## config.mk

```make
export PLATFORM = sky130hd
export DESIGN_NAME = pcr_score_unit
export DESIGN_NICKNAME = d
export VERILOG_FILES = /design/src/rtl/pcr_pkg.sv /design/src/rtl/pcr_score_unit.sv
export SDC_FILE = /design/constraint.sdc
export NUM_CORES = 1
export LEC_CHECK = 0
export ABC_AREA = 1
export BUFFER_PORTS_ARGS = -buffer_cell sky130_fd_sc_hd__buf_2
export CORE_MARGIN = 2
export CORE_UTILIZATION = 32
export CTS_CLUSTER_SIZE = 24
export DETAILED_ROUTE_END_ITERATION = 16
export GPL_ROUTABILITY_DRIVEN = 1
export GPL_TIMING_DRIVEN = 0
export HOLD_SLACK_MARGIN = 0.06
export PLACE_DENSITY_LB_ADDON = 0.2
export SYNTH_ARGS = -nofsm -noshare
export SYNTH_HDL_FRONTEND = slang
export SYNTH_SLANG_ARGS = --single-unit
```

## constraint.sdc

```tcl
create_clock -name i_clk -period 14.3 [get_ports i_clk]
set_input_delay 4.29 -clock i_clk [delete_from_list [all_inputs] [get_ports i_clk]]
set_output_delay 4.29 -clock i_clk [all_outputs]
set_load 0.03 [all_outputs]
```

## src/rtl/pcr_pkg.sv

```systemverilog
`default_nettype none

package pcr_pkg;

    localparam int SETS         = 2048;
    localparam int WAYS         = 16;
    localparam int RECENCY_BITS = 24;

    localparam int SET_BITS  = (SETS > 1) ? $clog2(SETS) : 1;
    localparam int WAY_BITS  = (WAYS > 1) ? $clog2(WAYS) : 1;
    localparam int LINE_BITS = SET_BITS + WAY_BITS;

    localparam int W_BITS     = 8;
    localparam int CODE_BITS  = 3;
    localparam int PROD_BITS  = W_BITS + RECENCY_BITS + 1;
    localparam int SCORE_BITS = PROD_BITS + 1;
    localparam int UPD_BITS   = ((RECENCY_BITS > W_BITS) ? RECENCY_BITS : W_BITS) + 2;
    localparam int LIMIT_BITS = 7;

    localparam logic [LIMIT_BITS-1:0] LIMIT_RESET = 7'd10;
    localparam logic [32:0] REC_MAX = (33'd1 << RECENCY_BITS) - 33'd1;

    localparam logic OP_VICTIM = 1'b0;
    localparam logic OP_UPDATE = 1'b1;

    localparam logic [1:0] KIND_LOAD     = 2'd0;
    localparam logic [1:0] KIND_WRITE    = 2'd1;
    localparam logic [1:0] KIND_PREFETCH = 2'd2;

    typedef logic signed [W_BITS-1:0]     t_weight;
    typedef logic signed [SCORE_BITS-1:0] t_score;
    typedef logic signed [CODE_BITS-1:0]  t_code;

    typedef struct packed {
        logic [31:0] last_use;
        t_weight     w2;
        t_weight     w1;
        t_weight     w0;
    } t_line;

    typedef struct packed {
        logic  valid;
        logic  hit;
        t_code code;
    } t_unit_ctl;

    function automatic t_code kind_code(input logic [1:0] kind);
        t_code c;
        case (kind)
            KIND_LOAD:     c = 3'sd1;
            KIND_WRITE:    c = 3'sd2;
            KIND_PREFETCH: c = -3'sd1;
            default:       c = 3'sd0;
        endcase
        return c;
    endfunction

    function automatic logic kind_ok(input logic [1:0] kind);
        return (kind == KIND_LOAD) || (kind == KIND_WRITE) || (kind == KIND_PREFETCH);
    endfunction

    function automatic t_weight clip(input logic signed [UPD_BITS-1:0] v,
                                     input logic [LIMIT_BITS-1:0] lim);
        logic signed [UPD_BITS-1:0] lim_s;
        logic signed [UPD_BITS-1:0] r;
        lim_s = $signed({{(UPD_BITS-LIMIT_BITS){1'b0}}, lim});
        if (v > lim_s) begin
            r = lim_s;
        end else if (v < -lim_s) begin
            r = -lim_s;
        end else begin
            r = v;
        end
        return W_BITS'(r);
    endfunction

endpackage

`default_nettype wire

```

## src/rtl/pcr_score_unit.sv

```systemverilog
`default_nettype none

module pcr_score_unit (
    input  logic                              i_clk,
    input  logic                              i_rst_n,
    input  pcr_pkg::t_unit_ctl                i_ctl,
    input  pcr_pkg::t_line                    i_line,
    input  logic [31:0]                       i_now,
    input  logic [pcr_pkg::LIMIT_BITS-1:0]    i_limit,
    output logic                              o_valid,
    output pcr_pkg::t_score                   o_score,
    output pcr_pkg::t_line                    o_line
);
    import pcr_pkg::*;

    // stage 1: recency
    t_unit_ctl                 r_s1_ctl;
    logic [RECENCY_BITS-1:0]   r_s1_rec;
    t_weight                   r_s1_w0;
    t_weight                   r_s1_w1;
    t_weight                   r_s1_w2;
    logic [31:0]               r_s1_now;

    logic [31:0]               w_diff;
    logic [RECENCY_BITS-1:0]   w_rec;

    // stage 2: score / new weights
    logic                      r_s2_valid;
    t_score                    r_score;
    t_line                     r_line;

    logic signed [PROD_BITS-1:0]             w_prod;
    logic signed [W_BITS+CODE_BITS-1:0]      w_p0;
    t_score                                  w_score;
    logic signed [UPD_BITS-1:0]              w_f0;
    logic signed [UPD_BITS-1:0]              w_f1;
    logic signed [UPD_BITS-1:0]              w_f2;
    logic signed [UPD_BITS-1:0]              w_v0;
    logic signed [UPD_BITS-1:0]              w_v1;
    logic signed [UPD_BITS-1:0]              w_v2;

    always_comb begin
        w_diff = i_now - i_line.last_use;
        if ({1'b0, w_diff} > REC_MAX) begin
            w_rec = RECENCY_BITS'(REC_MAX);
        end else begin
            w_rec = RECENCY_BITS'(w_diff);
        end
    end

    always_comb begin
        w_prod  = $signed(r_s1_w1) * $signed({1'b0, r_s1_rec});
        w_p0    = $signed(r_s1_w0) * r_s1_ctl.code;
        w_score = SCORE_BITS'(w_prod) + SCORE_BITS'(w_p0) + SCORE_BITS'(r_s1_w2);

        w_f0 = UPD_BITS'(r_s1_ctl.code);
        w_f1 = $signed({{(UPD_BITS-RECENCY_BITS){1'b0}}, r_s1_rec});
        w_f2 = UPD_BITS'(2'sb01);
        if (r_s1_ctl.hit) begin
            w_v0 = UPD_BITS'(r_s1_w0) + w_f0;
            w_v1 = UPD_BITS'(r_s1_w1) + w_f1;
            w_v2 = UPD_BITS'(r_s1_w2) + w_f2;
        end else begin
            w_v0 = UPD_BITS'(r_s1_w0) - w_f0;
            w_v1 = UPD_BITS'(r_s1_w1) - w_f1;
            w_v2 = UPD_BITS'(r_s1_w2) - w_f2;
        end
    end

    always_ff @(posedge i_clk) begin
        if (!i_rst_n) begin
            r_s1_ctl   <= '0;
            r_s2_valid <= 1'b0;
        end else begin
            r_s1_ctl   <= i_ctl;
            r_s2_valid <= r_s1_ctl.valid;
        end
        r_s1_rec <= w_rec;
        r_s1_w0  <= i_line.w0;
        r_s1_w1  <= i_line.w1;
        r_s1_w2  <= i_line.w2;
        r_s1_now <= i_now;

        r_score          <= w_score;
        r_line.w0        <= clip(w_v0, i_limit);
        r_line.w1        <= clip(w_v1, i_limit);
        r_line.w2        <= clip(w_v2, i_limit);
        r_line.last_use  <= r_s1_now;
    end

    assign o_valid = r_s2_valid;
    assign o_score = r_score;
    assign o_line  = r_line;

endmodule

`default_nettype wire
```

# Yosys cells after proc, flatten, opt, wreduce, memory -nomap -nowiden
# Cells that the tools add are included.
# totals
input_bits,102
wordCells,45
output_inout_bits,91
reg_bits,176
# classes
add_sub_neg,10
mux,9
mul,2
n_lt_le_gt_ge,7
# ops
operator,n
greater-than comparator 26 x 8 -> 1 bit,3
less-than comparator 26 bit,3
two-way mux 26 bit,3
adder 33 x 11 -> 34 bit,1
adder 34 x 8 -> 34 bit,1
multiplier 8 x 25 -> 33 bit,1
"greater-than comparator 32 x 24 -> 1 bit, second input constant",1
subtractor 32 bit,1
adder 8 x 25 -> 26 bit,1
negator 7 -> 26 bit,1
subtractor 8 x 25 -> 26 bit,1
two-way mux 8 bit,3
two-way mux 7 bit,3
multiplier 8 x 3 -> 11 bit,1
"adder 8 x 2 -> 9 bit, second input constant",1
adder 8 x 3 -> 9 bit,1
"subtractor 8 x 2 -> 9 bit, second input constant",1
subtractor 8 x 3 -> 9 bit,1

# Logic depth before layout (Yosys ltp)
# logic_depth
word_depth,5
mapped_depth,37
mapped_depth_nobuf,35

# Worst setup path after synthesis
# OpenSTA, ideal clock, no wires.
# synth_path
path_type,input to register
startpoint,in i_limit[1] (netlist bit)
endpoint,"reg r_line, in the netlist o_line[16]"
n_path_buf,1
path_slack_ns,7.274
cell_stages,17
arrival_ns,6.913
setup_ns,0.113
required_time_ns,14.187
path_cell_list,inv_1 > ha_1 > nand4_1 > nor3_1 > ha_1 > nand2_1 > nor2_1 > o211ai_1 > o2111ai_1 > nand2_1 > nand2_1 > or2_2 > buf_2 > nand2_1 > nand2_1 > o21ai_1 > inv_1
# synth_via
elab_chain_cells,4
elab_cells_between_ends,5
# synth_lines
element,line_no,rtl
start: declaration,pcr_score_unit.sv:9,"input logic [pcr_pkg::LIMIT_BITS-1:0] i_limit,"
negator 7 -> 26 bit,-,
less-than comparator 26 bit,pcr_pkg.sv:69,end else if (v < -lim_s) begin
two-way mux 8 bit,pcr_pkg.sv:69,
two-way mux 7 bit *,pcr_pkg.sv:67,if (v > lim_s) begin
end: declaration,pcr_score_unit.sv:30,t_line r_line;
# Mark *: on every way between the ends. The rest lies on a longest branch, timed or not.
# A chain may end at the register's enable or synchronous reset.

# Worst setup path after layout
# Same ends and word-level chain as after synthesis.

==> flow_summary.toml <==
[worst_setup_path]
crit_top_cell = "nand2_1"
worstSetupPathType = "input port to flip-flop"
critPathMaxFanout = 8
cp_data_arrival_time_ns = 7.87
reg2reg_slack_ns = 7.16
path_cells = "buf_2, inv_1, ha_1, nand4_1, nor3_2, ha_1, nand2_1, nor2_1, o211ai_1, o2111ai_1, nand2_1, nand2_1, or2_2, buf_2, nand2_1, nand2_1, o21ai_1, inv_1"
cp.buffers_inverters = 4
cp_data_required_time_ns = 14.70
cp_slowest_stage_delay_ns = 0.71
end_kind = "flip-flop"
critPathSlowestCell = "nor3_2"
startpoint_type = "input port"
crit_family = "simple AND/OR/NAND/NOR gates"

[routing]
drtIter0Drc = 1072
drc_errors = 0
first_pass_iters = 6
num_vias = 17400
wl_per_cell_microns = 15.8
detail-route-antenna-nets = 0
avgViaCountPerCell = 4.58
wl_mm = 60.0

[sta]
setup_viol = 0
rsz0062_at_grt = "false"
fin_tns_setup_ns = 0
slew-limit-headroom_pct = 18.5
finalCritPeriodShare_pct = 52.3
fmax_mhz = 134
worstMarginPinSlew_ns = 1.22
post-route-min-period_ns = 7.48
finalHoldViolCount = 0
slew_violations = 0
clock_skew_ns = 0.0131

[placement]
place_area_sq_um = 22700
portBuffers = 192
gp_congestion = 0.909
dp_hpwl_mm = 50.8

[synthesis]
yosys.cell_count.top_type = "inv_1"
synthTopCellsByCount = "631 x inv_1, 613 x nand2_1, 236 x fa_1, 235 x ha_1, 176 x dfxtp_1"
yosysSeqAreaShare_pct = 17.1
synth_ff_type = "dfxtp_1"
synth-edff-count = 0
synth_top_cell_by_area = "fa_1"
avgSynthCellArea_sq_um = 7.57
ys_ff_latch = 176
syn-cell-area_sq_um = 20600
ys_async_sr_fraction_pct = 0
ys_types = 51
postSynthCellCount = 2725
syn-num-nets = 3298
yosys.area.top_type_share_pct = 22.9
synth_area_leaders = "fa_1 23%, dfxtp_1 17%, ha_1 14%"
yosys_warnings = 0

[power_and_ir_drop]
vdd_drop_max_mv = 0.176
cell_internal_pwr_w = 0.00212
netSwitchingPower_w = 0.00252
p_per_area_nw_per_um2 = 200
combPwrFrac_pct = 75.4
pwr-share-clk_pct = 10.3
switching_share_pct = 54.3
p_leak_nw = 12.9
sequentialPowerShare_pct = 14.3

[layout]
fin_area_sq_um = 23200
layout.nets = 3509
area_delta_synth_final_pct = 12.6
antenna_cells = 0
drive_gt1_share_pct = 9.83

[clock_tree]
clock_latency_ns = 0.50
clkTransAtPathRegs_ns = 0.08
ctsResizeCount = 0
cts_hold_buf = 0
root_buffer = "clkbuf_16"
clk_path_buf_depth = 2
cts_setup_buffers = 0
cts_buffers = 17
htree_levels = 4
cts_tree = "done"
cts.sinks = 176

[status]
outcome = "finished, final reports clean"

[hold_path]
hold_path.class = "flip-flop to flip-flop"

[global_routing]
grt_pass1_wl_mm = 96.0
grt_use_total_pct = 18.7
grt-ovfl-total = 0
grt_max_degree = 25
grt_antenna_before_repair = 0
grt_pass1_vias = 17400

[floorplanning]
rows = 93
chipHeight_microns = 258
die_w_microns = 258
initial_core_util_pct = 32.2
boundaryPins = 193
core_sq_um = 64100
die_area_sq_um = 66500

[flow_run]
cap_viol_max_count = 0
-- cells in the final DEF, fill, tap and decap left out, types with 3 or more instances in the layout --
master,synthesis,routed
a21oi_1,141,141
xnor2_1,33,33
dfxtp_1,176,176
nor2_4,6,6
clkinvlp_4,0,3
nand4_1,23,23
nand3_2,12,12
fa_1,236,236
nor3_1,19,18
a21boi_0,5,5
o21ai_0,81,81
nand2_2,15,15
xor2_1,67,67
nand3_1,116,116
inv_6,0,3
nor2_2,3,3
nor3_2,3,4
buf_6,3,3
nand3b_1,10,10
clkbuf_1,41,41
or2_2,3,3
nor2_1,154,154
a21o_1,18,18
nor4_1,6,6
inv_1,631,631
a31oi_1,10,10
clkbuf_16,0,17
o211ai_1,6,6
ha_1,235,235
buf_4,3,3
o21bai_1,17,17
o2111ai_1,3,3
o31ai_1,3,3
nand2_1,613,613
buf_2,6,198
inv_8,0,4
-- through the flow --
| stage | hold WS, ns | utilization (%) | cells | total power (W) | setup slack [ns] |
|---|---|---|---|---|---|
| 2_1_floorplan | 0.310 | - | 2725 | 0.00327 | 7.27 |
| 3_3_place_gp | 0.310 | 35.3 | 3772 | 0.00420 | 5.82 |
| 3_5_place_dp | 0.312 | 35.3 | 3772 | 0.00421 | 6.35 |
| 4_1_cts | 0.329 | 36.2 | 3804 | 0.00472 | 6.90 |
| 5_1_grt | 0.332 | 36.2 | 3804 | 0.00522 | 6.51 |
| 6_report | 0.327 | 36.2 | 3804 | 0.00464 | 6.82 |
-- sequential cells by signal (all words and copies together), names as in the netlist --
signal / count
r_s1_w0: 8
o_valid: 1
r_s1_w1: 8
r_s1_rec: 24
o_score: 34
r_s1_w2: 8
r_s1_ctl: 5
o_line: 56
r_s1_now: 32
-- kinds of logic after synthesis --
| logic type | synth area share (%) |
|---|---|
| buf+inv | 12.7 |
| simple gates | 20.5 |
| flops | 17.1 |
| xor+xnor | 4.33 |
| compound gates | 8.20 |
| fa+ha+maj | 37.2 |
-- metal layers --
layer / vias to the layer above / part of all wire (%) / routed length [microns] / GRT usage (%)
li1: 8772 / - / - / -
met5: - / 0 / 0 / 0
met4: 0 / 1.6 / 942 / 4.58
met1: 8298 / 45 / 26700 / 23.9
met3: 45 / 3.9 / 2330 / 2.85
met2: 315 / 50 / 30000 / 32.9
-- final timing paths --
kind	depth (start not counted)	to	start
max reg2reg	21	o_score[28]	r_s1_w1[7]
min	0	o_line[37]	r_s1_now[13]
max	18	o_line[16]	i_limit[1]
min reg2reg	0	o_line[37]	r_s1_now[13]
-- layout make-up --
type	instances	area, sq um
plain buffers	55	249
clock buffers	19	443
multi-input cells	1861	14500
flip-flops and latches	176	3520
repair buffers	192	961
inverters	633	2380
fillers	6866	40900
clock inverters	13	116
well taps	855	1070
-- power by group through the flow --
stage               registers, W  logic [W]  clock network [W]
finish                  0.000663    0.00350           0.000477
global route            0.000674    0.00403           0.000516
CTS                     0.000667    0.00355           0.000500
detailed placement      0.000677    0.00353                  0
global placement        0.000676    0.00352                  0
floorplan               0.000824    0.00244                  0
(Power assumes the default switching activity.)
